### src/design/hnp_mul.sv
module hnp_mul (
  input  logic               clk,
  input  logic signed [32:0] a,
  input  logic signed [32:0] b,
  output logic signed [65:0] p_r
);

  // shared signed multiplier, product registered
  always_ff @(posedge clk) begin
    p_r <= a * b;
  end

endmodule

### config.mk
export PLATFORM = sky130hd
export DESIGN_NAME = hnp_mul
export DESIGN_NICKNAME = d
export VERILOG_FILES = /design/src/design/hnp_mul.sv
export SDC_FILE = /design/constraint.sdc
export NUM_CORES = 2
export LEC_CHECK = 0
export BUFFER_PORTS_ARGS = -buffer_cell sky130_fd_sc_hd__buf_4
export CORE_ASPECT_RATIO = 0.7
export CORE_UTILIZATION = 40
export CTS_CLUSTER_SIZE = 28
export DETAILED_ROUTE_END_ITERATION = 16
export GPL_TIMING_DRIVEN = 0
export SYNTH_ARGS = -nofsm -noshare
export SYNTH_HDL_FRONTEND = slang
export SYNTH_SLANG_ARGS = --single-unit
### constraint.sdc
create_clock -name clk -period 16.7 [get_ports clk]
set_input_delay 3.34 -clock clk [delete_from_list [all_inputs] [get_ports clk]]
set_output_delay 3.34 -clock clk [all_outputs]
set_load 0.05 [all_outputs]
==> metrics.md <==
| Metric | Value |
|---|---|
| Status | finished, violations left |
| Violated checks | DRC |
| Fmax | 81.5 MHz |
| Via count of the first global-routing pass | 31,706 |
| Placement Rows | 97 |
| Post-route met1 wirelength | 71,500 microns |
| Maximum level of the CTS H-tree | 3 |
| Hold Startpoint | a[0] |
| Async set-reset flop share out of synthesis | 0 |
| Commonest cells after routing, fill and taps aside | sky130_fd_sc_hd__fa_1 (1,145), sky130_fd_sc_hd__inv_1 (1,131), sky130_fd_sc_hd__and2_1 (562) |
| Top-Level Pins | 133 |
| Number of hold buffers added after cts | 0 |
| GR Util All Layers | 0.334 |
| Max reg flops | 66 |
| Commonest non-fill, non-tap cell in the layout | sky130_fd_sc_hd__fa_1 |
| # port buffers | 132 |
| CP endpoint kind | flip-flop |
| Floorplan die area | 0.103 sq mm |
| Resized cells post-CTS | 0 |
| Clock net sink count | 66 |
| Max capacitance violation total | 0 |
| Number of DRC markers in iteration 0 | 3,619 |
| Clock transition at the register clock pins on the worst setup and hold paths after CTS | 0.06 ns |
| Vert. Die Dim | 269 microns |
| Largest net degree at the start of global routing | 27 |
| Antenna violations before repair | 16 |
| Largest cells by area after synthesis | sky130_fd_sc_hd__fa_1 (56%), sky130_fd_sc_hd__inv_1 (10%), sky130_fd_sc_hd__and2_1 (8.6%) |
| # setup viols final | 0 |
| Overall via count from detail_route | 31,071 |
| Total negative slack | 0 ns |
| Fraction of final layout cells sized beyond drive strength 1 | 0.0439 |
| Worst Path Arrival | 12.51 ns |
| Core area | 0.100 sq mm |
| Average detailed-routed wire length per instance | 28.4 microns |
| Number of synthesized register bits | 66 |
| Count of yosys warnings during synthesis | 0 |
| Fin crit period | 12.27 ns |
| Synthesized netlist net count | 5,767 |
| Seq/Total Area, Yosys | 0.0324 |
| Startpoint types | input pin |
| Tightest Pin Transition | 1.42 ns |
| Total clock buffers created by CTS | 9 |
| Hold Path Stages | 2 |
| CTS root buf | sky130_fd_sc_hd__clkbuf_16 |
| Headroom to the max-slew limit | 0.0548 |
| Metal3 WL | 31,800 microns |
| Data required time at the worst endpoint | 16.94 ns |
| Detailed Route WL | 166,000 microns |
| Width of the chip | 383 microns |
| Unique cell type count in the Yosys netlist | 80 |
| Avg Cell Area, Syn | 9.39 sq um |
| Via-per-instance ratio | 5.33 |
| Share of the clock period used by the worst path | 0.735 |
| Count of mapped cells out of synthesis | 4,338 |
| Half-perimeter wire length after detailed placement | 142,000 microns |
| Largest regs | p_r x66 |
| TritonCTS clock tree | done |
| Mapped Area | 0.0407 sq mm |
| Max layer used | met5 |
| Slowest cell on the critical path | sky130_fd_sc_hd__fa_1 |
| Cell repeated most along the worst path | sky130_fd_sc_hd__fa_1 |
| Setup CP Type | input pin to flip-flop |
| Post-route antenna net violation count | 0 |
| Wire length of the first global-routing pass | 238,000 microns |
| Number of max-slew violations in the final report | 0 |
| Weighted congestion reported at the end of routability-driven placement | 1.09 |
| Area fraction of the dominant cell type after synthesis | 0.563 |
| Worst min-delay path category | input pin to flip-flop |
| Residual overflow from global routing | 0 |
| Final layout net count | 5,910 |
| Count of flip-flops with a built-in enable after synthesis | 0 |
| CP peak stage delay | 1.32 ns |
| Worst path cell trace | buf_4, clkbuf_1, and2_1, fa_1, fa_1, fa_1, fa_1, fa_1, fa_1, fa_1, inv_1, fa_1, inv_1, ha_1, clkbuf_1, nand4_1, nor3_1, o311ai_4, nand3_2, a211oi_1, a311oi_1 |
| Post-synthesis to final-layout area growth | 7.27% |
| Buffers from clock root to sink, at most | 2 |
| Post-CTS setup buffer count | 0 |
| Most frequently used flop master after synthesis | sky130_fd_sc_hd__dfxtp_1 |
| Unrepaired setup endpoints after global routing | no |
| Biggest fanout along the worst timing path | 17 |
| Worst-case hold path end point | p_r[0] |
| First-pass iteration count of the detailed router | 12 |
| Top reg by flops | p_r |
| Hold Vio Cnt, Final | 0 |
| Starting density of the core | 0.405 |
| Dominant cell type by area after synthesis | sky130_fd_sc_hd__fa_1 |
| DRC errors left | 2 |
| Met2 Wirelength | 58,300 microns |
layer usage:
| layer | up-vias | GRT usage |
|---|---|---|
| met1 | 16089 | 0.494 |
| met3 | 224 | 0.199 |
| met2 | 2115 | 0.402 |
| met4 | 4 | 0.0729 |
| met5 | - | 0 |
| li1 | 12639 | - |
synthesized netlist by cell type, drive strengths merged, types with 6 or more instances:
master,n
nor2,68
dfxtp,66
a21o,38
nand3,26
xor2,25
nand2,551
a31oi,9
inv,1131
o21bai,11
buf,13
xnor2,43
fa,1145
a211oi,11
o21ai,33
and3,6
nand4,12
a21oi,61
nor3,7
clkbuf,208
and2,563
a211o,6
o31ai,7
ha,217
nand2b,12
o21a,6
cell families (layout without fill, tap and decap cells):
group                    count (synthesis)  in the layout  synth area share
adder cells (fa/ha/maj)               1362           1362             0.629
buffers and inverters                 1352           1500             0.125
AO/OA/AOI/OAI                          219            219            0.0407
flip-flops                              66             66            0.0324
AND/OR/NAND/NOR                       1271           1271             0.158
XOR/XNOR                                68             68            0.0146
other                                    0              8                 0
worst max-delay path: cells and delay by family:
kind	cells	cell delay, ns
fa+ha+maj	9	5.51
compound gates	3	0.79
simple gates	4	1.34
buf+inv	5	1.50
worst max path at each step:
stage,start,endpoint,cells past startpoint
finish,b[2],p_r[64],21
CTS,a[32],p_r[58],24
floorplan,a[32],p_r[62],23
global route,b[2],p_r[64],21
detailed placement,a[32],p_r[58],24
global placement,a[32],p_r[58],24
layout make-up:
type	count	area (sq um)
Antenna cell	8	20.0
Buffer	221	851
Clock buffer	10	239
Clock inverter	6	41.3
Fill cell	10012	56800
Inverter	1131	4250
Multi-Input combinational cell	2920	34300
Sequential cell	66	1320
Tap cell	1336	1670
Timing Repair Buffer	132	991
stage by stage:
stage	cell area, sq um	utilization	worst slack, ns	hold WS, ns	cells
6_report	43700	0.435	4.43	3.28	5830
5_1_grt	43700	0.435	4.22	3.28	5823
4_1_cts	43700	0.435	4.64	3.26	5822
3_5_place_dp	43400	0.432	4.28	3.67	5806
3_3_place_gp	43400	0.432	4.27	3.66	5806
2_1_floorplan	40700	-	6.12	3.47	4338
Power is left out: the tool's default activity adds up to more than one toggle a clock period on the data nets, which glitch-free logic cannot reach.
