$ cat config.mk
export PLATFORM = sky130hd
export DESIGN_NAME = hnp_isqrt
export DESIGN_NICKNAME = d
export VERILOG_FILES = /design/src/design/hnp_isqrt.sv
export SDC_FILE = /design/constraint.sdc
export NUM_CORES = 1
export LEC_CHECK = 0
export CAP_MARGIN = 5
export CORE_MARGIN = 2
export CORE_UTILIZATION = 55
export DETAILED_ROUTE_END_ITERATION = 8
export DONT_BUFFER_PORTS = 1
export PLACE_DENSITY = 0.78
export SETUP_SLACK_MARGIN = 0.1
export SLEW_MARGIN = 30
export SYNTH_ARGS = -nofsm -noshare
export SYNTH_HDL_FRONTEND = slang
export SYNTH_SLANG_ARGS = --single-unit
$ cat constraint.sdc
create_clock -name clk -period 16.3 [get_ports clk]
set_input_delay 3.26 -clock clk [delete_from_list [all_inputs] [get_ports clk]]
set_output_delay 3.26 -clock clk [all_outputs]
set_load 0.03 [all_outputs]
$ cat src/design/hnp_isqrt.sv
module hnp_isqrt (
  input  logic        clk,
  input  logic        rst_n,
  input  logic        start,
  input  logic [60:0] v_in,
  output logic        done_r,
  output logic [30:0] root
);

  logic        busy_r;
  logic [4:0]  k_r;
  logic [61:0] v_r, r_r;
  logic [61:0] bitv, trial;
  logic        take;

  // one result bit per cycle, bit = 4^k
  assign bitv  = 62'(1) << {k_r, 1'b0};
  assign trial = r_r + bitv;
  assign take  = (v_r >= trial);
  assign root  = r_r[30:0];

  always_ff @(posedge clk) begin
    if (!rst_n) begin
      busy_r <= 1'b0;
      done_r <= 1'b0;
      k_r    <= 5'd0;
    end else begin
      done_r <= 1'b0;
      if (start) begin
        busy_r <= 1'b1;
        k_r    <= 5'd30;
      end else if (busy_r) begin
        if (k_r == 5'd0) begin
          busy_r <= 1'b0;
          done_r <= 1'b1;
        end else begin
          k_r <= k_r - 5'd1;
        end
      end
    end
  end

  always_ff @(posedge clk) begin
    if (start) begin
      v_r <= {1'b0, v_in};
      r_r <= '0;
    end else if (busy_r) begin
      if (take) begin
        v_r <= v_r - trial;
        r_r <= (r_r >> 1) + bitv;
      end else begin
        r_r <= r_r >> 1;
      end
    end
  end

endmodule

==> results of run 1 <==
==> power by group through the flow <==
| stage | combinational (mW) | clock, mW | sequential [mW] |
|---|---|---|---|
| 6_report | 1.53 | 0.384 | 0.598 |
| 5_1_grt | 1.69 | 0.400 | 0.607 |
| 4_1_cts | 1.50 | 0.386 | 0.594 |
| 3_5_place_dp | 1.48 | 0 | 0.600 |
| 3_3_place_gp | 1.47 | 0 | 0.598 |
| 2_1_floorplan | 1.21 | 0 | 0.532 |
==> stage by stage <==
stage               instances  power, mW
floorplan                1963       1.74
global placement         2156       2.06
detailed placement       2156       2.09
CTS                      2188       2.48
global route             2188       2.70
finish                   2188       2.52
==> flip-flops by register name, summed over array words and instances (netlist names) <==
name    count
k_r         5
v_r        62
r_r        62
done_r      1
busy_r      1
==> critical path, delay by kind of cell (launching register included) <==
| family | cells | cell delay, ns |
|---|---|---|
| AO/OA/AOI/OAI | 14 | 3.84 |
| XOR/XNOR | 1 | 0.24 |
| adder cells (fa/ha/maj) | 4 | 1.33 |
| buffers and inverters | 2 | 0.77 |
| flip-flops | 1 | 0.40 |
| AND/OR/NAND/NOR | 6 | 1.11 |
==> layer usage <==
metal  GRT usage, %  vias to the layer above
li1               -                     6983
met1           44.4                     6972
met2           46.4                      834
met3           6.28                      114
met4           11.0                        0
met5              0                        -
==> layout by cell type (no fill, tap or decap), types with 17 or more instances in the layout <==
master	n
a211oi_1	38
a21o_1	38
a21oi_1	132
a31oi_1	53
and2_1	29
and3_1	17
clkbuf_16	18
dfxtp_1	68
edfxtp_1	61
ha_1	121
inv_1	47
nand2_1	213
nand2b_1	22
nand3_1	45
nand4_1	43
nor2_1	170
nor2b_1	18
nor3_1	48
o211ai_1	22
o21ai_0	165
o21bai_1	31
or3_1	21
xnor2_1	90
xor2_1	60
==> cell type report <==
| type | count | area [um2] | area share [%] |
|---|---|---|---|
| multi-input combinational | 1629 | 10700 | 70.6 |
| sequential | 131 | 3240 | 21.3 |
| clock buffer | 19 | 454 | 2.99 |
| tap | 341 | 427 | 2.81 |
| inverter | 47 | 176 | 1.16 |
| clock inverter | 13 | 106 | 0.700 |
| timing repair buffer | 8 | 60.1 | 0.395 |
==> worst max-delay path by stage <==
stage	depth (start not counted)	start	slack, ns	end
floorplan	26	k_r[3]	6.03	v_r[0]
global placement	25	k_r[0]	9.05	v_r[44]
detailed placement	27	k_r[0]	8.69	r_r[57]
CTS	27	k_r[0]	8.66	r_r[57]
global route	27	k_r[0]	7.97	r_r[57]
finish	27	k_r[0]	8.49	r_r[57]
==> kinds of logic after synthesis <==
kind of cell    after synthesis
compound gates              644
fa+ha+maj                   128
simple gates                682
xor+xnor                    151
mux                          24
flops                       131
buf+inv                     203
==> flow_summary.yaml, run 1 <==
outcome:
  outcome: "complete, no violations"
sta:
  fmaxAchievable_ghz: 0.128
  finalCritPeriodShare_pct: 47.9
  worst_slack_ns: 8.49
  period_needed_ns: 7.81
  rsz0062_at_grt: "false"
  slew_viol_final: 0
  timing.hold.ws_ns: 0.505
  finClkSkew_ns: 0.0141
  worst_slew_pin_slew_ns: 0.874
  hold_viol_final: 0
  setup_viol: 0
  relSlewSlack_pct: 41.8
  fin_tns_setup_ns: 0
yosys:
  synth_adder_area_share_pct: 10.7
  netlist_top_cells_area: "edfxtp_1, ha_1, dfxtp_1"
  synth-compound-area-share_pct: 28.6
  synth_mux_area_share_pct: 1.69
  yosys_warnings: 0
  yosys.area_share.simple_pct: 22.2
  synth-xor-area-share_pct: 8.96
  ys_ff_latch: 131
  ys_seq_area_share_pct: 21.8
  synth_most_common_cell: "nand2_1"
  synth_top_family_by_area: "compound AO/OA/AOI/OAI gates"
  synth_edf_count: 61
  yosysTopAreaCellShare_pct: 12.3
  postSynthAreaPerCell_um2: 7.57
  syn_inst: 1963
  yosysUniqueCellTypes: 91
  synthArstFlopShare_pct: 0
  synth_flop_cell: "dfxtp_1"
  netlist.top_cell.by_area: "edfxtp_1"
  synthesis.nets: 2149
  ys_top_cells_by_count: "nand2_1, nor2_1, o21ai_0, a21oi_1, ha_1"
  syn-cell-area_um2: 14900
setup_path:
  r2r_slack_ns: 8.49
  crit_arrival_ns: 8.15
  crit-reg2reg-launch: "k_r[0]"
  cp_max_fo: 83
  slowest_stage: "o311ai_0"
  crit_type: "register to register"
  slowest_delay_ns: 0.72
  rr_worst_depth: 27
  startpoint_type: "register"
  endpoint_kind: "register"
  required_ns: 16.64
  r2r_end: "r_r[57]"
clock_tree:
  cts_buffer_depth: 2
  cts.sinks: 131
  worstSkewPairLatency_ns: 0.44
  post_cts_buffers: 0
  h-tree-depth: 4
  post_cts_resized: 0
  cts_tree: "done"
  hold_buffers: 0
  clockRootBuffer: "clkbuf_16"
  clk_pin_slew_ns: 0.06
  cts-buffers-inserted: 17
route:
  wl_met3_mm: 4.31
  viasPerCell: 6.81
  drc: 0
  ant_nets: 0
  vias: 14900
  drt_wl_total_mm: 44.7
  wl_met1_mm: 20.1
  wl_per_cell_um: 20.4
  drtIter0Drc: 1935
  dr_wl_met2_mm: 19.0
  top_layer: "met4"
  dr.pass1.iters: 8
global_route:
  antenna_found_initial: 1
  overflow: 0
  gr-usage-all-layers_pct: 31.1
  grt_pass1_wl_mm: 71.1
  grt_max_degree: 175
  grt_pass1_vias: 13400
flow_run:
  maxCapViolCount: 0
power:
  intPower_mw: 1.26
  p_clk_share_pct: 15.3
  switching_share_pct: 49.8
  pwr-share-seq_pct: 23.8
  vdd_drop_max_mv: 0.102
  p_switching_mw: 1.25
  power.share.combinational_pct: 61.0
  p_leak_nw: 5.48
  power_density_nw_per_um2: 166
hold_path:
  holdCritStartpoint: "v_r[61]"
  min_path_type: "register to register"
  holdPathStages: 2
  hold_path_end: "v_r[61]"
floorplanning:
  die_w_um: 168
  initial_utilization_pct: 55.6
  coreArea_um2: 26700
  die_h_um: 168
  die-area_um2: 28300
  rows: 60
  io-pin-count: 96
cells_and_area:
  postLayoutCoreUtil_pct: 56.9
  drive_gt1_share_pct: 5.36
  fill_cells: 2462
  antenna_cells: 0
  syn2layout_area_growth_pct: 2.33
  design_area_um2: 15200
  final_nets: 2020
placement:
  gp_congestion: 1.00
  post_dp_cell_area_um2: 14600
  io_buffers: 0
  dp.final_hpwl_mm: 33.2
  dp_slack_ns: 8.69
Note: power is estimated with default switching activity, not from simulation.
==> run 2: changes to the inputs <==
==> constraint.sdc (replaced) <==
create_clock -name clk -period 7.5 [get_ports clk]
set_input_delay 1.5 -clock clk [delete_from_list [all_inputs] [get_ports clk]]
set_output_delay 1.5 -clock clk [all_outputs]
set_load 0.03 [all_outputs]
==> flow_summary.yaml, run 2 (synthesis gave the netlist of run 1 again) <==
outcome:
  outcome: "complete, no violations"
setup_path:
  required_ns: 7.85
  crit_chain: "nand2b_1, nor2_1, ha_1, nand4_1, nor3_1, a211oi_1, o211a_1, o31ai_2, a21oi_1, or2_2, o21bai_1, xnor2_1, ha_1, a21o_1, o21a_1, a311oi_1, o21ai_0, nor3_2, a21o_4, buf_4, nor3_1, a21oi_1, o221ai_1, a211oi_1"
  cp_max_fo: 26
  crit_arrival_ns: 7.23
  crit_type: "register to register"
  startpoint_type: "register"
  critPathLaunch: "k_r[4]"
  endpoint_kind: "register"
  slowest_delay_ns: 0.65
  crit-reg2reg-launch: "k_r[4]"
  slowest_stage: "dfxtp_1"
sta:
  relSlewSlack_pct: 30.4
  finalCritPeriodShare_pct: 91.7
  period_needed_ns: 6.88
  hold_viol_final: 0
  setup_viol: 0
  finClkSkew_ns: 0.0162
  worst_slew_pin_slew_ns: 1.04
  fin_tns_setup_ns: 0
  fmaxAchievable_ghz: 0.145
  rsz0062_at_grt: "false"
  slew_viol_final: 0
power:
  power_density_nw_per_um2: 360
  p_leak_nw: 5.55
  vdd_drop_max_mv: 0.200
route:
  drt_wl_total_mm: 45.7
  drtIter0Drc: 1765
  ant_nets: 0
  wl_per_cell_um: 20.8
  drc: 0
  dr.pass1.iters: 8
  viasPerCell: 6.69
  vias: 14700
clock_tree:
  h-tree-depth: 4
  cts.sinks: 131
  clk_pin_slew_ns: 0.06
  cts_tree: "done"
  cts-buffers-inserted: 17
  worstSkewPairLatency_ns: 0.44
  clockRootBuffer: "clkbuf_16"
  cts_buffer_depth: 2
cells_and_area:
  drive_gt1_share_pct: 5.93
  design_area_um2: 15300
  fill_cells: 2448
  syn2layout_area_growth_pct: 3.11
  postLayoutCoreUtil_pct: 57.3
  final_nets: 2029
  final_cell_mix: "nand2_1, nor2_1, o21ai_0"
  top_regs: "r_r x62, v_r x62, k_r x5"
  antenna_cells: 0
  final_common_cell: "nand2_1"
  fin_cells: 2197
hold_path:
  holdCritStartpoint: "r_r[61]"
  min_path_type: "register to register"
floorplanning:
  die_w_um: 168
  io-pin-count: 96
  initial_utilization_pct: 55.6
  die-area_um2: 28300
  coreArea_um2: 26700
  rows: 60
  die_h_um: 168
global_route:
  overflow: 0
  grt_pass1_wl_mm: 72.1
  gr-usage-all-layers_pct: 31.7
  grt_pass1_vias: 13400
  grt_max_degree: 175
  antenna_found_initial: 2
placement:
  gp_congestion: 1.00
  io_buffers: 0
  place_inst: 2165
  dp.final_hpwl_mm: 33.9
  post_dp_cell_area_um2: 14700
flow_run:
  maxCapViolCount: 0
==> run 2: cell count changes in the layout (fill, tap and decap cells not counted), sizes merged <==
cell      delta
inv          +3
clkinv       -1
buf          +9
clkbuf       -1
clkinvlp     -1
==> run 2: worst paths after layout <==
check	slack, ns	end	depth (start not counted)
worst min register to register	0.52	r_r[61]	2
worst min-delay path	0.52	r_r[61]	2
worst max-delay path	0.62	r_r[22]	24
worst max register to register	0.62	r_r[22]	24
==> run 2: what timing repair did <==
action	4_1_cts	5_1_grt
resized for setup	0	5
hold buffers	0	0
buffers inserted	0	0
setup endpoints to repair	0	124
==> run 2: routing by layer <==
layer	track usage (%)	part of all wire, %
met1	45.4	46
met2	48.0	43
met3	7.08	9.3
met4	8.70	2.3
met5	0	0.024
==> run 2: critical path, delay by kind of cell (launching register included) <==
kind | cells | cell delay, ns
flip-flops | 1 | 0.65
AO/OA/AOI/OAI | 13 | 3.21
adder cells (fa/ha/maj) | 2 | 0.75
AND/OR/NAND/NOR | 7 | 1.69
XOR/XNOR | 1 | 0.19
buffers and inverters | 1 | 0.28
==> run 2: final cells by class <==
cell class	instances	area (um2)	share of cell area, %
Multi-Input combinational cell	1629	10800	70.2
Timing Repair Buffer	17	153	0.997
Clock buffer	18	439	2.87
Inverter	47	176	1.15
Tap cell	341	427	2.79
Clock inverter	14	126	0.825
Sequential cell	131	3240	21.1
==> run 2: power by group <==
part	total (mW)	switching (mW)	internal (mW)
clock network	0.845	0.376	0.469
registers	1.30	0.255	1.04
logic	3.37	2.10	1.27
==> run 2: stage by stage <==
| step | hold slack (ns) | worst slack (ns) | power [mW] |
|---|---|---|---|
| floorplan | 0.468 | 0.633 | 3.78 |
| global placement | 0.493 | 0.589 | 4.54 |
| detailed placement | 0.504 | 0.281 | 4.56 |
| CTS | 0.514 | 0.226 | 5.42 |
| global route | 0.547 | 0.109 | 5.91 |
| finish | 0.516 | 0.620 | 5.51 |
